File: src/sv/length_crc_frame_receiver_macros.svh
// Assertion macros shared by the frame receiver modules.
`ifndef LENGTH_CRC_FRAME_RECEIVER_MACROS_SVH
`define LENGTH_CRC_FRAME_RECEIVER_MACROS_SVH

// General form with an explicit clock and reset.
`define LCFR_ASSERT(label, clk, rst, prop, msg) \
   label: assert property (@(posedge clk) disable iff (rst) prop) else $error(msg);

// Form for modules whose clock and reset are named clock and reset.
`define LCFR_ASSERT_STD(label, prop, msg) \
   `LCFR_ASSERT(label, clock, reset, prop, msg)

`endif

File: src/sv/lcfr_pkg.sv
// Package with types, codes and the CRC function of the frame receiver.
`default_nettype none

package lcfr_pkg;

   localparam logic [7:0]  START_BYTE    = 8'd2;
   localparam logic [7:0]  END_BYTE      = 8'd3;
   localparam logic [15:0] CRC_POLY      = 16'h1021;
   localparam logic [15:0] TIMEOUT_RESET = 16'd100;

   localparam logic OP_BYTE = 1'b0;
   localparam logic OP_TICK = 1'b1;

   localparam logic KIND_PAYLOAD = 1'b0;
   localparam logic KIND_STATUS  = 1'b1;

   typedef enum logic [2:0] {
      PH_HUNT,
      PH_LEN,
      PH_PAYLOAD,
      PH_CRC_HI,
      PH_CRC_LO,
      PH_END
   } phase_type;

   typedef enum logic [2:0] {
      ST_OK,
      ST_CRC_BAD,
      ST_BAD_END,
      ST_BAD_START,
      ST_TIMEOUT
   } status_type;

   typedef struct packed {
      logic       emit;
      logic       kind;
      logic [7:0] data_byte;
      logic [2:0] status;
      logic [7:0] frame_length;
      logic       last;
   } result_type;

   function automatic logic [15:0] crc16_update(logic [15:0] crc, logic [7:0] b);
      logic [15:0] c;
      c = crc ^ {b, 8'h00};
      for (int i = 0; i < 8; i++) begin
         if (c[15]) begin
            c = {c[14:0], 1'b0} ^ CRC_POLY;
         end else begin
            c = {c[14:0], 1'b0};
         end
      end
      return c;
   endfunction

   function automatic result_type make_status(status_type st, logic [7:0] len);
      result_type r;
      r              = '0;
      r.emit         = 1'b1;
      r.kind         = KIND_STATUS;
      r.status       = st;
      r.frame_length = len;
      r.last         = 1'b1;
      return r;
   endfunction

   function automatic result_type make_payload(logic [7:0] b);
      result_type r;
      r           = '0;
      r.emit      = 1'b1;
      r.kind      = KIND_PAYLOAD;
      r.data_byte = b;
      return r;
   endfunction

endpackage

`default_nettype wire

File: src/sv/lcfr_ifaces.sv
// Valid/ready channel interfaces for the request and response sides.
`default_nettype none

interface lcfr_req_if;
   logic       valid;
   logic       ready;
   logic       op;
   logic [7:0] rx_byte;
   modport source (output valid, op, rx_byte, input ready);
   modport sink (input valid, op, rx_byte, output ready);
endinterface

interface lcfr_rsp_if;
   logic       valid;
   logic       ready;
   logic       kind;
   logic [7:0] data_byte;
   logic [2:0] status;
   logic [7:0] frame_length;
   logic       last;
   modport source (output valid, kind, data_byte, status, frame_length, last, input ready);
   modport sink (input valid, kind, data_byte, status, frame_length, last, output ready);
endinterface

`default_nettype wire

File: src/sv/length_crc_frame_receiver.sv
// A result appears on the response channel in the cycle after its request transfer.
// Throughput: one request transfer per cycle, held back only when the result register is
// full and the response channel is stalled.
// Reset (synchronous): returns to hunting for the start byte, clears the frame state and
// the result register, and sets the timeout to 100 ticks.
`default_nettype none

module length_crc_frame_receiver (
   input  wire logic   clock,
   input  wire logic   reset,
   lcfr_req_if.sink    req_chan,
   lcfr_rsp_if.source  rsp_chan,
   input  wire logic        csr_wr_en,
   input  wire logic [15:0] csr_wr_data
);

   logic [15:0]          timeout_ticks_ff, timeout_ticks_in;
   logic                 in_fire;
   logic                 in_ready;
   lcfr_pkg::result_type result;
   lcfr_pkg::result_type out_data;

   assign timeout_ticks_in = csr_wr_en ? csr_wr_data : timeout_ticks_ff;

   always_ff @(posedge clock) begin
      if (reset) begin
         timeout_ticks_ff <= lcfr_pkg::TIMEOUT_RESET;
      end else begin
         timeout_ticks_ff <= timeout_ticks_in;
      end
   end

   assign req_chan.ready = in_ready;
   assign in_fire        = req_chan.valid && in_ready;

   lcfr_decoder u_decoder (
      .clock         (clock),
      .reset         (reset),
      .in_fire       (in_fire),
      .op            (req_chan.op),
      .rx_byte       (req_chan.rx_byte),
      .timeout_ticks (timeout_ticks_ff),
      .result        (result)
   );

   lcfr_out_reg u_out_reg (
      .clock     (clock),
      .reset     (reset),
      .in_fire   (in_fire),
      .result    (result),
      .out_ready (rsp_chan.ready),
      .out_valid (rsp_chan.valid),
      .out_data  (out_data),
      .in_ready  (in_ready)
   );

   assign rsp_chan.kind         = out_data.kind;
   assign rsp_chan.data_byte    = out_data.data_byte;
   assign rsp_chan.status       = out_data.status;
   assign rsp_chan.frame_length = out_data.frame_length;
   assign rsp_chan.last         = out_data.last;

endmodule

`default_nettype wire

File: src/sv/lcfr_decoder.sv
// Frame phase logic, CRC accumulation and tick timeout for each accepted transfer.
`default_nettype none
`include "length_crc_frame_receiver_macros.svh"

module lcfr_decoder (
   input  wire logic               clock,
   input  wire logic               reset,
   input  wire logic               in_fire,
   input  wire logic               op,
   input  wire logic [7:0]         rx_byte,
   input  wire logic [15:0]        timeout_ticks,
   output lcfr_pkg::result_type    result
);

   lcfr_pkg::phase_type phase_ff, phase_in;
   logic [7:0]  payload_length_ff, payload_length_in;
   logic [7:0]  bytes_seen_ff, bytes_seen_in;
   logic [15:0] running_crc_ff, running_crc_in;
   logic [15:0] received_crc_ff, received_crc_in;
   logic [15:0] tick_count_ff, tick_count_in;
   logic [15:0] tick_sat;
   logic [7:0]  bytes_next;

   always_ff @(posedge clock) begin
      if (reset) begin
         phase_ff          <= lcfr_pkg::PH_HUNT;
         payload_length_ff <= '0;
         bytes_seen_ff     <= '0;
         running_crc_ff    <= '0;
         received_crc_ff   <= '0;
         tick_count_ff     <= '0;
      end else begin
         phase_ff          <= phase_in;
         payload_length_ff <= payload_length_in;
         bytes_seen_ff     <= bytes_seen_in;
         running_crc_ff    <= running_crc_in;
         received_crc_ff   <= received_crc_in;
         tick_count_ff     <= tick_count_in;
      end
   end

   always_comb begin
      phase_in          = phase_ff;
      payload_length_in = payload_length_ff;
      bytes_seen_in     = bytes_seen_ff;
      running_crc_in    = running_crc_ff;
      received_crc_in   = received_crc_ff;
      tick_count_in     = tick_count_ff;
      result            = '0;
      tick_sat          = (tick_count_ff == 16'hFFFF) ? tick_count_ff : tick_count_ff + 16'd1;
      bytes_next        = bytes_seen_ff + 8'd1;
      if (in_fire) begin
         if (op == lcfr_pkg::OP_TICK) begin
            if (phase_ff != lcfr_pkg::PH_HUNT) begin
               tick_count_in = tick_sat;
               if (tick_sat >= timeout_ticks) begin
                  result   = lcfr_pkg::make_status(lcfr_pkg::ST_TIMEOUT, payload_length_ff);
                  phase_in = lcfr_pkg::PH_HUNT;
               end
            end
         end else begin
            case (phase_ff)
               lcfr_pkg::PH_LEN: begin
                  payload_length_in = rx_byte;
                  bytes_seen_in     = '0;
                  phase_in = (rx_byte == 8'd0) ? lcfr_pkg::PH_CRC_HI : lcfr_pkg::PH_PAYLOAD;
               end
               lcfr_pkg::PH_PAYLOAD: begin
                  running_crc_in = lcfr_pkg::crc16_update(running_crc_ff, rx_byte);
                  bytes_seen_in  = bytes_next;
                  if (bytes_next == payload_length_ff) begin
                     phase_in = lcfr_pkg::PH_CRC_HI;
                  end
                  result = lcfr_pkg::make_payload(rx_byte);
               end
               lcfr_pkg::PH_CRC_HI: begin
                  received_crc_in = {rx_byte, 8'h00};
                  phase_in        = lcfr_pkg::PH_CRC_LO;
               end
               lcfr_pkg::PH_CRC_LO: begin
                  received_crc_in = {received_crc_ff[15:8], rx_byte};
                  phase_in        = lcfr_pkg::PH_END;
               end
               lcfr_pkg::PH_END: begin
                  phase_in = lcfr_pkg::PH_HUNT;
                  if (rx_byte != lcfr_pkg::END_BYTE) begin
                     result = lcfr_pkg::make_status(lcfr_pkg::ST_BAD_END, payload_length_ff);
                  end else if (received_crc_ff == running_crc_ff) begin
                     result = lcfr_pkg::make_status(lcfr_pkg::ST_OK, payload_length_ff);
                  end else begin
                     result = lcfr_pkg::make_status(lcfr_pkg::ST_CRC_BAD, payload_length_ff);
                  end
               end
               default: begin
                  if (rx_byte == lcfr_pkg::START_BYTE) begin
                     phase_in          = lcfr_pkg::PH_LEN;
                     payload_length_in = '0;
                     bytes_seen_in     = '0;
                     running_crc_in    = '0;
                     received_crc_in   = '0;
                     tick_count_in     = '0;
                  end else begin
                     phase_in          = lcfr_pkg::PH_HUNT;
                     payload_length_in = '0;
                     result = lcfr_pkg::make_status(lcfr_pkg::ST_BAD_START, 8'd0);
                  end
               end
            endcase
         end
      end
   end

   // A status always closes the frame.
   `LCFR_ASSERT_STD(a_status_returns_to_hunt,
      in_fire && result.emit && result.kind == lcfr_pkg::KIND_STATUS |=>
      phase_ff == lcfr_pkg::PH_HUNT,
      "status transfer did not return the decoder to hunting")

   `LCFR_ASSERT_STD(a_payload_count_bounded,
      phase_ff == lcfr_pkg::PH_PAYLOAD |-> bytes_seen_ff < payload_length_ff,
      "payload byte count reached the announced length inside the payload phase")

   `LCFR_ASSERT_STD(a_hunt_tick_silent,
      in_fire && op == lcfr_pkg::OP_TICK && phase_ff == lcfr_pkg::PH_HUNT |->
      !result.emit ##1 $stable(tick_count_ff),
      "tick while hunting produced a result")

endmodule

`default_nettype wire

File: src/sv/lcfr_out_reg.sv
// Result register that holds one transfer for the response channel.
`default_nettype none
`include "length_crc_frame_receiver_macros.svh"

module lcfr_out_reg (
   input  wire logic             clock,
   input  wire logic             reset,
   input  wire logic             in_fire,
   input  wire lcfr_pkg::result_type result,
   input  wire logic             out_ready,
   output logic                  out_valid,
   output lcfr_pkg::result_type  out_data,
   output logic                  in_ready
);

   logic                 valid_ff, valid_in;
   lcfr_pkg::result_type data_ff, data_in;
   logic                 load;

   assign load     = in_fire && result.emit;
   assign in_ready = !valid_ff || out_ready;

   always_comb begin
      valid_in = valid_ff;
      data_in  = data_ff;
      if (load) begin
         valid_in = 1'b1;
         data_in  = result;
      end else if (out_ready) begin
         valid_in = 1'b0;
      end
   end

   always_ff @(posedge clock) begin
      if (reset) begin
         valid_ff <= 1'b0;
      end else begin
         valid_ff <= valid_in;
      end
   end

   always_ff @(posedge clock) begin
      data_ff <= data_in;
   end

   assign out_valid = valid_ff;
   assign out_data  = data_ff;

   `LCFR_ASSERT_STD(a_load_shows_result,
      load |=> valid_ff,
      "accepted result did not appear on the response channel")

endmodule

`default_nettype wire

File: src/flat_wrapper.sv
// flat-port wrapper written by rule: the top's interface ports become plain ports
module length_crc_frame_receiver_flat 
  (clock, reset, csr_wr_en, csr_wr_data, req_chan_valid, req_chan_op, req_chan_rx_byte, req_chan_ready, rsp_chan_valid, rsp_chan_kind, rsp_chan_data_byte, rsp_chan_status, rsp_chan_frame_length, rsp_chan_last, rsp_chan_ready);
  lcfr_req_if req_chan_i ();
  lcfr_rsp_if rsp_chan_i ();
  input  wire logic clock;
  input  wire logic reset;
  input  wire logic csr_wr_en;
  input  wire logic [15:0] csr_wr_data;
  input wire logic [$bits(req_chan_i.valid)-1:0] req_chan_valid;
  input wire logic [$bits(req_chan_i.op)-1:0] req_chan_op;
  input wire logic [$bits(req_chan_i.rx_byte)-1:0] req_chan_rx_byte;
  output wire logic [$bits(req_chan_i.ready)-1:0] req_chan_ready;
  output wire logic [$bits(rsp_chan_i.valid)-1:0] rsp_chan_valid;
  output wire logic [$bits(rsp_chan_i.kind)-1:0] rsp_chan_kind;
  output wire logic [$bits(rsp_chan_i.data_byte)-1:0] rsp_chan_data_byte;
  output wire logic [$bits(rsp_chan_i.status)-1:0] rsp_chan_status;
  output wire logic [$bits(rsp_chan_i.frame_length)-1:0] rsp_chan_frame_length;
  output wire logic [$bits(rsp_chan_i.last)-1:0] rsp_chan_last;
  input wire logic [$bits(rsp_chan_i.ready)-1:0] rsp_chan_ready;
  assign req_chan_i.valid = req_chan_valid;
  assign req_chan_i.op = req_chan_op;
  assign req_chan_i.rx_byte = req_chan_rx_byte;
  assign req_chan_ready = req_chan_i.ready;
  assign rsp_chan_valid = rsp_chan_i.valid;
  assign rsp_chan_kind = rsp_chan_i.kind;
  assign rsp_chan_data_byte = rsp_chan_i.data_byte;
  assign rsp_chan_status = rsp_chan_i.status;
  assign rsp_chan_frame_length = rsp_chan_i.frame_length;
  assign rsp_chan_last = rsp_chan_i.last;
  assign rsp_chan_i.ready = rsp_chan_ready;
  length_crc_frame_receiver u_core (.clock(clock), .reset(reset), .req_chan(req_chan_i), .rsp_chan(rsp_chan_i), .csr_wr_en(csr_wr_en), .csr_wr_data(csr_wr_data));
endmodule
File: config.mk
export PLATFORM = sky130hd
export DESIGN_NAME = length_crc_frame_receiver_flat
export DESIGN_NICKNAME = d
export VERILOG_FILES = /design/src/sv/lcfr_pkg.sv /design/src/sv/lcfr_ifaces.sv /design/src/sv/length_crc_frame_receiver.sv /design/src/sv/lcfr_decoder.sv /design/src/sv/lcfr_out_reg.sv /design/src/flat_wrapper.sv
export VERILOG_INCLUDE_DIRS = /design/src /design/src/sv
export SDC_FILE = /design/constraint.sdc
export NUM_CORES = 1
export LEC_CHECK = 0
export BUFFER_PORTS_ARGS = -buffer_cell sky130_fd_sc_hd__buf_2
export CORE_AREA = 5 5 113 115
export CTS_BUF_LIST = sky130_fd_sc_hd__clkbuf_4
export CTS_CLUSTER_DIAMETER = 120
export DETAILED_ROUTE_END_ITERATION = 10
export DIE_AREA = 0 0 118 120
export PLACE_DENSITY = 0.73
export SLEW_MARGIN = 20
export SYNTH_ARGS = -nofsm -noshare
export SYNTH_HDL_FRONTEND = slang
export SYNTH_SLANG_ARGS = --single-unit
File: constraint.sdc
create_clock -name clock -period 4.5 [get_ports clock]
set_input_delay 0.225 -clock clock [delete_from_list [all_inputs] [get_ports clock]]
set_output_delay 0.225 -clock clock [all_outputs]
set_load 0.005 [all_outputs]
**After elaboration in Yosys (flattened, before gate mapping)**

Cells that the tools add are included.

- Logic and storage cells: 127
- Bits in registers: 105
- Input bits: 30
- Output and inout bits: 23

- Order comparisons: 1
- Mux-type cells: 56
- Reduce and logical (&&, ||, !) cells: 25
- $add $sub $neg: 2
- Bitwise operators: 15
- Eq/ne operators: 14

Operators with widths:

| operator | count |
|---|---|
| $mux W16 | 26 |
| $mux W22 | 5 |
| $mux W13 | 8 |
| $pmux W22 S3 | 1 |
| $pmux W16 S3 | 1 |
| $pmux W16 S2 | 1 |
| $not A3 Y3 | 8 |
| $pmux W8 S3 | 1 |
| $reduce_and A4 Y1 | 5 |
| $add A16 B1 Y16 const B | 1 |
| $eq A16 B16 Y1 | 1 |
| $eq A16 B16 Y1 const B | 1 |
| $ge A16 B16 Y1 | 1 |
| $pmux W8 S2 | 1 |
| $xor A16 B16 Y16 | 1 |
| $pmux W3 S5 | 1 |
| $mux W3 | 4 |
| $mux W11 | 1 |
| $mux W10 | 1 |
| $reduce_bool A3 Y1 | 3 |
| $reduce_or A3 Y1 | 3 |
| $add A8 B1 Y8 const B | 1 |
| $eq A8 B2 Y1 const B | 1 |
| $eq A8 B8 Y1 | 1 |
| 18 further kinds | 35 |

**Logic depth before layout (Yosys ltp)**

Gate-level depths: netlist of the first run.

- Word-level depth: 39
- Depth in mapped cells: 13
- Gate-level depth less buffers: 13

**Cells and area by module**

From an unflattened synthesis of the first run, not the netlist that was laid out.

- Cells, all modules: 651
- Area, all modules: 5809.3 um^2

By module, submodules not included:

| module | cells each | seq. area each (um^2) | instances | area an instance (um^2) |
|---|---|---|---|---|
| lcfr_decoder | 571 | 1341.3 | 1 | 4506.8 |
| lcfr_out_reg | 27 | 680.7 | 1 | 710.7 |
| length_crc_frame_receiver | 53 | 320.3 | 1 | 591.8 |

**Worst setup path after synthesis of the first run**

OpenSTA, ideal clock, no wires.

- Path type: flip-flop to flip-flop
- Start: reg u_core.u_decoder.tick_count_ff[0]
- End: reg u_core.u_out_reg.data_ff, in the netlist u_core.u_out_reg.out_data[0], enable pin
- Clock period less this slack: 3.963 ns
- Required time: 4.106 ns
- Arrival: 3.569 ns
- Path buffers: 1
- Slack: 0.537 ns
- Library setup time: 0.394 ns
- Stages on the path, launching flop included: 14
- Cell sequence: dfxtp_1 ha_1 nand3_1 nor4_1 nand2b_1 clkbuf_1 nand2_1 ha_1 a211oi_1 nor2_1 or3_1 a211oi_1 nand2b_1 nand2_1

- Word-level cells in the longest chain between the ends: 8
- Elaborated cells on any way between the ends: 9
- Those cells by class: add/sub: 1; order compare: 1; eq/ne: 1; mux: 5; reduce/logical: 1

Ends and longest elaborated chain:

| what | line | RTL |
|---|---|---|
| start: declaration | lcfr_decoder.sv:20 | `logic [15:0] tick_count_ff, tick_count_in;` |
| start signal: assignment | lcfr_decoder.sv:38 | `tick_count_ff <= tick_count_in;` |
| $add A16 B1 Y16 / $eq A16 B16 Y1 (equally long branches) | lcfr_decoder.sv:50 | `tick_sat = (tick_count_ff == 16'hFFFF) ? tick_count_ff : tick_count_ff + 16'd1;` |
| $mux W16 (*) | lcfr_decoder.sv:50 |  |
| $ge A16 B16 Y1 (*) | lcfr_decoder.sv:56 | `if (tick_sat >= timeout_ticks) begin` |
| $mux W22 (*) | lcfr_decoder.sv:56 |  |
| $mux W22 (*) | lcfr_decoder.sv:54 | `if (phase_ff != lcfr_pkg::PH_HUNT) begin` |
| $mux W22 (*) | lcfr_decoder.sv:53 | `if (op == lcfr_pkg::OP_TICK) begin` |
| $mux W22 (*) | lcfr_decoder.sv:52 | `if (in_fire) begin` |
| $logic_and A1 B1 Y1 (*) | lcfr_out_reg.sv:20 | `assign load = in_fire && result.emit;` |
| via u_core.u_out_reg.load | lcfr_out_reg.sv:18 | `logic load;` |
| end signal: assignment | lcfr_out_reg.sv:43 | `data_ff <= data_in;` |
| end: declaration | lcfr_out_reg.sv:17 | `lcfr_pkg::result_type data_ff, data_in;` |

Mark *: on every way through the listed nets, which the timed path passes. The rest lies on a longest branch.
A chain may end at the register's enable or synchronous reset.

**Worst setup path in the final report of the first run**

Same ends and word-level chain as after synthesis.

==> results of run 1 <==
-- flip-flops by register name, indices dropped and copies added (netlist names) --
name	flops
u_core.timeout_ticks_ff	16
u_core.u_decoder.bytes_seen_ff	8
u_core.u_decoder.payload_length_ff	8
u_core.u_decoder.phase_ff	3
u_core.u_decoder.received_crc_ff	16
u_core.u_decoder.running_crc_ff	16
u_core.u_decoder.tick_count_ff	16
u_core.u_out_reg.out_data	20
u_core.u_out_reg.out_valid	1
-- worst register-to-register path: stages, from the launching register on --
cell and delay [ns]:
sky130_fd_sc_hd__dfxtp_1 0.46, sky130_fd_sc_hd__ha_1 0.25, sky130_fd_sc_hd__nand3_1 0.24, sky130_fd_sc_hd__or4b_2 0.73
sky130_fd_sc_hd__xnor2_1 0.16, sky130_fd_sc_hd__ha_1 0.30, sky130_fd_sc_hd__nand4_1 0.15, sky130_fd_sc_hd__nor3_1 0.06
sky130_fd_sc_hd__or3_1 0.33, sky130_fd_sc_hd__a211oi_1 0.59, sky130_fd_sc_hd__nand2b_1 0.27, sky130_fd_sc_hd__nand2_1 0.09
sky130_fd_sc_hd__buf_4 0.19
-- path summary, 6_finish.rpt --
| path | startpoint | end | slack, ns |
|---|---|---|---|
| worst min register to register | u_core.u_decoder.received_crc_ff[14] | u_core.u_decoder.received_crc_ff[14] | 0.49 |
| worst max-delay path | u_core.u_decoder.tick_count_ff[0] | u_core.u_out_reg.out_data[0] | 0.44 |
| worst min-delay path | req_chan_rx_byte[4] | u_core.u_decoder.received_crc_ff[12] | 0.04 |
| worst max register to register | u_core.u_decoder.tick_count_ff[0] | u_core.u_out_reg.out_data[0] | 0.44 |
-- repair_timing --
| item | in CTS | in global routing |
|---|---|---|
| endpoints found under the setup margin | 0 | 28 |
| gates resized for setup | 0 | 1 |
| hold endpoints to repair | 16 | 0 |
| setup buffers | 0 | 0 |
| hold buffers | 16 | 0 |
-- per-layer routing --
| layer | vias up | wire, um | global-route usage (%) |
|---|---|---|---|
| li1 | 2398 | - | - |
| met1 | 2323 | 6055 | 24.65 |
| met2 | 144 | 6663 | 32.53 |
| met3 | 26 | 667 | 4.006 |
| met4 | 0 | 313 | 7.527 |
| met5 | - | 0 | 0 |
-- through the flow --
step                      instances  area (um^2)  power (W)
after floorplan                 643         5682   0.001064
after global placement          814         6017   0.001109
after detailed placement        814         6017   0.001114
after CTS                       846         6312   0.001599
after global routing            846         6324   0.001652
final                           846         6324   0.001588
-- cells by family (layout without fill, tap and decap cells) --
kind of cell | after synthesis | count (layout) | share of synthesized area, %
muxes | 22 | 22 | 3.898
adders and majority gates | 19 | 19 | 4.184
xor gates and xnor gates | 61 | 61 | 9.403
DFF | 104 | 104 | 40.17
and+or+nand+nor | 229 | 229 | 20.46
buffers and inverters | 65 | 121 | 4.757
AOI/OAI and AO/OA | 143 | 143 | 17.13
-- layout by cell type (no fill, tap or decap), types with 5 or more instances in the layout --
master                          netlist  layout
sky130_fd_sc_hd__nand2b_1             7       7
sky130_fd_sc_hd__and2_1              11      11
sky130_fd_sc_hd__o2bb2ai_1            5       5
sky130_fd_sc_hd__a31o_1               8       8
sky130_fd_sc_hd__buf_4                1       6
sky130_fd_sc_hd__dlygate4sd3_1        0      16
sky130_fd_sc_hd__buf_2                0      52
sky130_fd_sc_hd__ha_1                19      19
sky130_fd_sc_hd__clkbuf_4             0      10
sky130_fd_sc_hd__and3_1               5       5
sky130_fd_sc_hd__a22o_1              12      12
sky130_fd_sc_hd__xor2_1              30      30
sky130_fd_sc_hd__nor2_1              64      64
sky130_fd_sc_hd__nand2_1             60      60
sky130_fd_sc_hd__o21ai_0             24      24
sky130_fd_sc_hd__or3_1               11      11
sky130_fd_sc_hd__a21oi_1             43      43
sky130_fd_sc_hd__edfxtp_1            20      20
sky130_fd_sc_hd__xnor2_1             31      31
sky130_fd_sc_hd__dfxtp_1             84      84
sky130_fd_sc_hd__o211ai_1             6       6
sky130_fd_sc_hd__nor3_1               8       8
sky130_fd_sc_hd__o21ai_1              6       6
sky130_fd_sc_hd__nand3_1             15      15
sky130_fd_sc_hd__inv_1               31      31
sky130_fd_sc_hd__mux2i_1             21      21
sky130_fd_sc_hd__nand4_1             15      15
sky130_fd_sc_hd__nor4_1              11      10
-- area by class of cell --
| type | count | share of cell area (%) |
|---|---|---|
| clock buffer | 10 | 1.187 |
| multi-input combinational | 474 | 49.66 |
| sequential | 104 | 36.09 |
| timing repair buffer | 74 | 7.361 |
| inverter | 31 | 1.840 |
| tap | 147 | 2.909 |
| clock inverter | 6 | 0.9497 |
-- power groups by stage --
| stage | sequential [W] | clock (W) | combinational, W |
|---|---|---|---|
| final | 0.000970 | 0.000483 | 0.000134 |
| after global routing | 0.000973 | 0.000533 | 0.000146 |
| after CTS | 0.000971 | 0.000494 | 0.000134 |
| after detailed placement | 0.000991 | 0 | 0.000123 |
| after global placement | 0.000990 | 0 | 0.000119 |
| after floorplan | 0.000990 | 0 | 0.0000738 |
==> impl_metrics.csv, run 1 <==
group,metric,value,unit
grt,gr_usage_total,19.44,%
timing,timing.slew.headroom,30.67,%
worst_hold_path,hp-class,"primary input to register",
critical_path,path_cells,"ha_1 > nand3_1 > or4b_2 > xnor2_1 > ha_1 > nand4_1 > nor3_1 > or3_1 > a211oi_1 > nand2b_1 > nand2_1 > buf_4",
grt,antenna_found_initial,0,
final_layout,areaGrowthSynthToFinish,11.30,%
yosys,synth.net_count,692,
outcome,run_status,"finished, final reports clean",
yosys,main_synth_ff_type,"sky130_fd_sc_hd__dfxtp_1",
yosys,yosysWarningCount,0,
place,placement.setup.worst_slack,0.3547,ns
timing,report.final.hold_viol_count,0,
clocking,cts_buf_count,9,
grt,grt_pass1_wl,22.74,mm
critical_path,timing.critical_path.depth,12,
die,floorplan.die_area,14160,um^2
critical_path,critical_path.endpoint_type,"register",
critical_path,critPathBufInv,1,
timing,finalSetupViolations,0,
clocking,tritoncts_clock_tree,"done",
run,drv.max_cap_violation_count,0,
pwr,comb_power_share,8.4,%
detailed_routing,detail_route.iter0.violations,461,
die,fp.coreArea,11710,um^2
timing,rsz0062_at_grt,"no",
timing,final.setup.tns,0,ns
timing,finClkSkew,0.02083,ns
yosys,postSynthCellCount,643,
detailed_routing,drtAntennaViolNets,0,
place,gp_congestion,0.9004,
final_layout,antenna_diode_count,0,
final_layout,drive_above_1_share,12.45,%
die,die_width,118,um
critical_path,top_cell_by_count_worst_path,"sky130_fd_sc_hd__ha_1",
pwr,irDropWorstVdd,217.9,uV
yosys,synth_seq_area_share,40.17,%
timing,postLayoutSetupSlackWorst,0.4396,ns
final_layout,area_of_the_multi_input_gates,3141,um^2
grt,global_route.overflow_total,0,
yosys,post-synth-top-area-fraction,29.60,%
yosys,synthMostInstantiatedCell,"sky130_fd_sc_hd__dfxtp_1",
final_layout,sequential_cell_area,2282,um^2
grt,first_global_vias,4671,
critical_path,worst_ep_arrival_time,4.32,ns
die,start_util,48.51,%
timing,post-route-period-util,90.23,%
yosys,synth-edff-count,20,
yosys,synth_cell_types,64,
yosys,top_cells_by_area_in_the_synthesized_netlist,"sky130_fd_sc_hd__dfxtp_1, sky130_fd_sc_hd__edfxtp_1, sky130_fd_sc_hd__xnor2_1",
pwr,clock_power_share,30.4,%
pwr,power.share.sequential,61.1,%
critical_path,setup.worst_path.class,"register to register",
pwr,power_switching_share,25.07,%
timing,fmax,246.3,MHz
clocking,worst_setup_hold_path_clk_slew,0.16,ns
clocking,numClockSinks,104,
die,floorplan.rows,40,
critical_path,slowest_stage,"sky130_fd_sc_hd__or4b_2",
worst_hold_path,timing.hold.worst_path_depth,3,
final_layout,final_net_count,743,
timing,timing.final.max_slew_violations,0,
final_layout,final_core_utilization,54.00,%
pwr,internal_power,0.001190,W
critical_path,critical-path-top-delay-family,"simple AND/OR/NAND/NOR gates",
detailed_routing,vias_per_cell,5.781,
place,port_buffers,52,
yosys,syn_avg_cell_area,8.836,um^2
critical_path,ff2ff_path_depth,12,
timing,hold_slack,0.04333,ns
critical_path,start_kind,"register",
die,io_pins,53,
final_layout,fill_cells,1067,
timing,final.min_clock_period,4.060,ns
clocking,clock_tree.buffer_depth,2,
detailed_routing,num_vias,4891,
place,detailedPlacementHpwl,9.862,mm
critical_path,critical-path-max-stage-delay,0.73,ns
detailed_routing,drc,0,
die,chipHeight,120,um
detailed_routing,drt_wl_total,13.70,mm
pwr,p_switching,0.0003980,W
yosys,synth_seq_cells,104,
critical_path,path_max_fanout,10,
yosys,async_reset_ff_share,0,%
clocking,cts.root.buffer_cell,"sky130_fd_sc_hd__clkbuf_4",
grt,grt_start_max_net_pins,56,
yosys,post_synth_instance_area,5682,um^2
clocking,htree_num_levels,3,
detailed_routing,route.detailed.wl_per_inst,16.19,um
pwr,power_leakage,2.532,nW
clocking,clkLatencyLatePin,0.49,ns
critical_path,required,4.76,ns
yosys,netlist_top_cells_count,"sky130_fd_sc_hd__dfxtp_1, sky130_fd_sc_hd__nor2_1, sky130_fd_sc_hd__nand2_1",
yosys,synth_largest_area_cell,"sky130_fd_sc_hd__dfxtp_1",
pwr,p_per_area,251.0,nW/um^2
timing,worst-slew-pin-transition,1.040,ns
detailed_routing,drt_first_pass_iters,5,
Power figures use the tool's default switching activity.
==> run 2: changes to the inputs <==
Settings changed: RECOVER_POWER from default to 25.
==> impl_metrics.csv, run 2 (same netlist as run 1, synthesis figures left out) <==
group,metric,value,unit
outcome,run_status,"finished, violations left",
outcome,failed_checks,"capacitance limit, slew limit",
timing,final.min_clock_period,4.062,ns
final_layout,areaGrowthSynthToFinish,11.01,%
die,fp.coreArea,11710,um^2
final_layout,most_common_library_cell_in_the_layout_ignoring_fill_and_taps,"sky130_fd_sc_hd__dfxtp_1",
pwr,p_per_area,251.4,nW/um^2
timing,post-route-period-util,90.27,%
final_layout,antenna_diode_count,0,
detailed_routing,drc,0,
clocking,worst_setup_hold_path_clk_slew,0.16,ns
grt,antenna_found_initial,0,
die,die_width,118,um
timing,worst-slew-pin-transition,2.474,ns
final_layout,drive_above_1_share,10.59,%
die,start_util,48.51,%
critical_path,ff2ff_path_depth,12,
grt,global_route.overflow_total,0,
detailed_routing,drtAntennaViolNets,0,
pwr,power_leakage,2.492,nW
pwr,irDropWorstVdd,216.9,uV
final_layout,area_of_the_multi_input_gates,3141,um^2
worst_hold_path,timing.hold.worst_path_depth,3,
timing,report.final.hold_viol_count,0,
clocking,cts.root.buffer_cell,"sky130_fd_sc_hd__clkbuf_4",
place,gp_congestion,0.9004,
die,floorplan.rows,40,
critical_path,critical_path.endpoint_type,"register",
timing,rsz0062_at_grt,"no",
worst_hold_path,min_to,"u_core.u_decoder.received_crc_ff[12]",
timing,finClkSkew,0.02116,ns
clocking,htree_num_levels,3,
pwr,internal_power,0.001189,W
die,chipHeight,120,um
worst_hold_path,timing.hold.worst.start,"req_chan_rx_byte[4]",
critical_path,setup.worst_path.class,"register to register",
clocking,clock_tree.buffer_depth,2,
timing,timing.slew.headroom,-64.95,%
run,drv.max_cap_violation_count,1,
critical_path,start_kind,"register",
pwr,clock_power_share,30.4,%
pwr,power_switching_share,25.05,%
critical_path,r2r_end,"u_core.u_out_reg.out_data[0]",
place,port_buffers,52,
clocking,tritoncts_clock_tree,"done",
worst_hold_path,hp-class,"primary input to register",
clocking,cts_buf_count,9,
final_layout,sequential_cell_area,2282,um^2
final_layout,largest_register_ff_count,20,
grt,grt_pass1_wl,22.74,mm
die,floorplan.die_area,14160,um^2
die,io_pins,53,
grt,first_global_vias,4671,
detailed_routing,vias_per_cell,5.783,
pwr,comb_power_share,8.4,%
timing,final.setup.tns,0,ns
detailed_routing,drt_wl_total,13.75,mm
final_layout,final_net_count,743,
place,detailedPlacementHpwl,9.862,mm
pwr,power.share.sequential,61.2,%
critical_path,path_max_fanout,10,
timing,finalSetupViolations,0,
detailed_routing,route.detailed.wl_per_inst,16.25,um
detailed_routing,detail_route.iter0.violations,461,
detailed_routing,drt_first_pass_iters,5,
pwr,p_switching,0.0003973,W
timing,timing.final.max_slew_violations,56,
detailed_routing,num_vias,4892,
timing,fmax,246.2,MHz
grt,gr_usage_total,19.44,%
clocking,clkLatencyLatePin,0.49,ns
critical_path,worst_ep_arrival_time,4.32,ns
clocking,numClockSinks,104,
critical_path,regToRegSetupSlack,0.44,ns
critical_path,required,4.76,ns
final_layout,fill_cells,1071,
final_layout,layout.cells.most_common_list,"sky130_fd_sc_hd__dfxtp_1, sky130_fd_sc_hd__nor2_1, sky130_fd_sc_hd__nand2_1, sky130_fd_sc_hd__a21oi_1, sky130_fd_sc_hd__buf_2",
grt,grt_start_max_net_pins,56,
timing,hold_slack,0.03993,ns
critical_path,r2r_start,"u_core.u_decoder.tick_count_ff[0]",
## run 2: cell count changes in the layout (fill, tap and decap cells not counted), sizes merged
cell    previous run  this run
clkbuf            10        23
buf               58        45
## run 2: through the flow
| stage | instances | instance area (um^2) | utilization, % | setup WS [ns] | power, W |
|---|---|---|---|---|---|
| 6_report | 846 | 6307 | 53.86 | 0.4379 | 0.001586 |
| 4_1_cts | 846 | 6312 | 53.90 | 0.3083 | 0.001599 |
| 3_5_place_dp | 814 | 6017 | 51.38 | 0.3547 | 0.001114 |
| 5_1_grt | 846 | 6307 | 53.86 | 0.01948 | 0.001652 |
| 3_3_place_gp | 814 | 6017 | 51.38 | 0.4855 | 0.001109 |
| 2_1_floorplan | 643 | 5682 | - | 0.5368 | 0.001064 |
## run 2: worst max-delay path by stage
stage / from / endpoint / slack, ns / depth (start not counted)
final: u_core.u_decoder.tick_count_ff[0] / u_core.u_out_reg.out_data[0] / 0.44 / 12
after global routing: u_core.u_decoder.tick_count_ff[0] / u_core.u_out_reg.out_data[6] / 0.02 / 15
after CTS: u_core.u_decoder.tick_count_ff[0] / u_core.u_out_reg.out_data[7] / 0.31 / 15
after detailed placement: u_core.u_decoder.tick_count_ff[0] / u_core.u_out_reg.out_data[4] / 0.35 / 13
after global placement: u_core.u_decoder.tick_count_ff[0] / u_core.u_out_reg.out_data[12] / 0.49 / 13
after floorplan: u_core.u_decoder.tick_count_ff[0] / u_core.u_out_reg.out_data[0] / 0.54 / 13
## run 2: critical path: stages, from the launching register on
cell                       delay [ns]
sky130_fd_sc_hd__dfxtp_1         0.46
sky130_fd_sc_hd__ha_1            0.25
sky130_fd_sc_hd__nand3_1         0.24
sky130_fd_sc_hd__or4b_2          0.73
sky130_fd_sc_hd__xnor2_1         0.16
sky130_fd_sc_hd__ha_1            0.30
sky130_fd_sc_hd__nand4_1         0.15
sky130_fd_sc_hd__nor3_1          0.06
sky130_fd_sc_hd__or3_1           0.33
sky130_fd_sc_hd__a211oi_1        0.59
sky130_fd_sc_hd__nand2b_1        0.27
sky130_fd_sc_hd__nand2_1         0.09
sky130_fd_sc_hd__buf_4           0.19
## run 2: timing repair
item | 4_1_cts | 5_1_grt
endpoints found under the hold margin | 16 | 0
buffers inserted | 0 | 0
hold buffers | 16 | 0
gates resized for setup | 0 | 1
endpoints found under the setup margin | 0 | 28
## run 2: area by class of cell
cell class                      count  area share (%)
Sequential cell                   104           36.18
Timing Repair Buffer               74           7.122
Clock inverter                      6          0.9522
Clock buffer                       10           1.190
Multi-Input combinational cell    474           49.79
Tap cell                          147           2.916
Inverter                           31           1.845
## run 2: power groups by stage
stage	clock, W	sequential (W)	combinational [W]
4_1_cts	0.000494	0.000971	0.000134
3_5_place_dp	0	0.000991	0.000123
5_1_grt	0.000533	0.000973	0.000146
2_1_floorplan	0	0.000990	0.0000738
6_report	0.000482	0.000971	0.000133
3_3_place_gp	0	0.000990	0.000119
## run 2: per-layer routing
layer	vias to the layer above	GRT usage, %	part of all wire, %
met1	2339	24.65	45
met5	-	0	0
met2	131	32.53	49
met3	23	4.006	4.1
li1	2399	-	-
met4	0	7.527	2.2
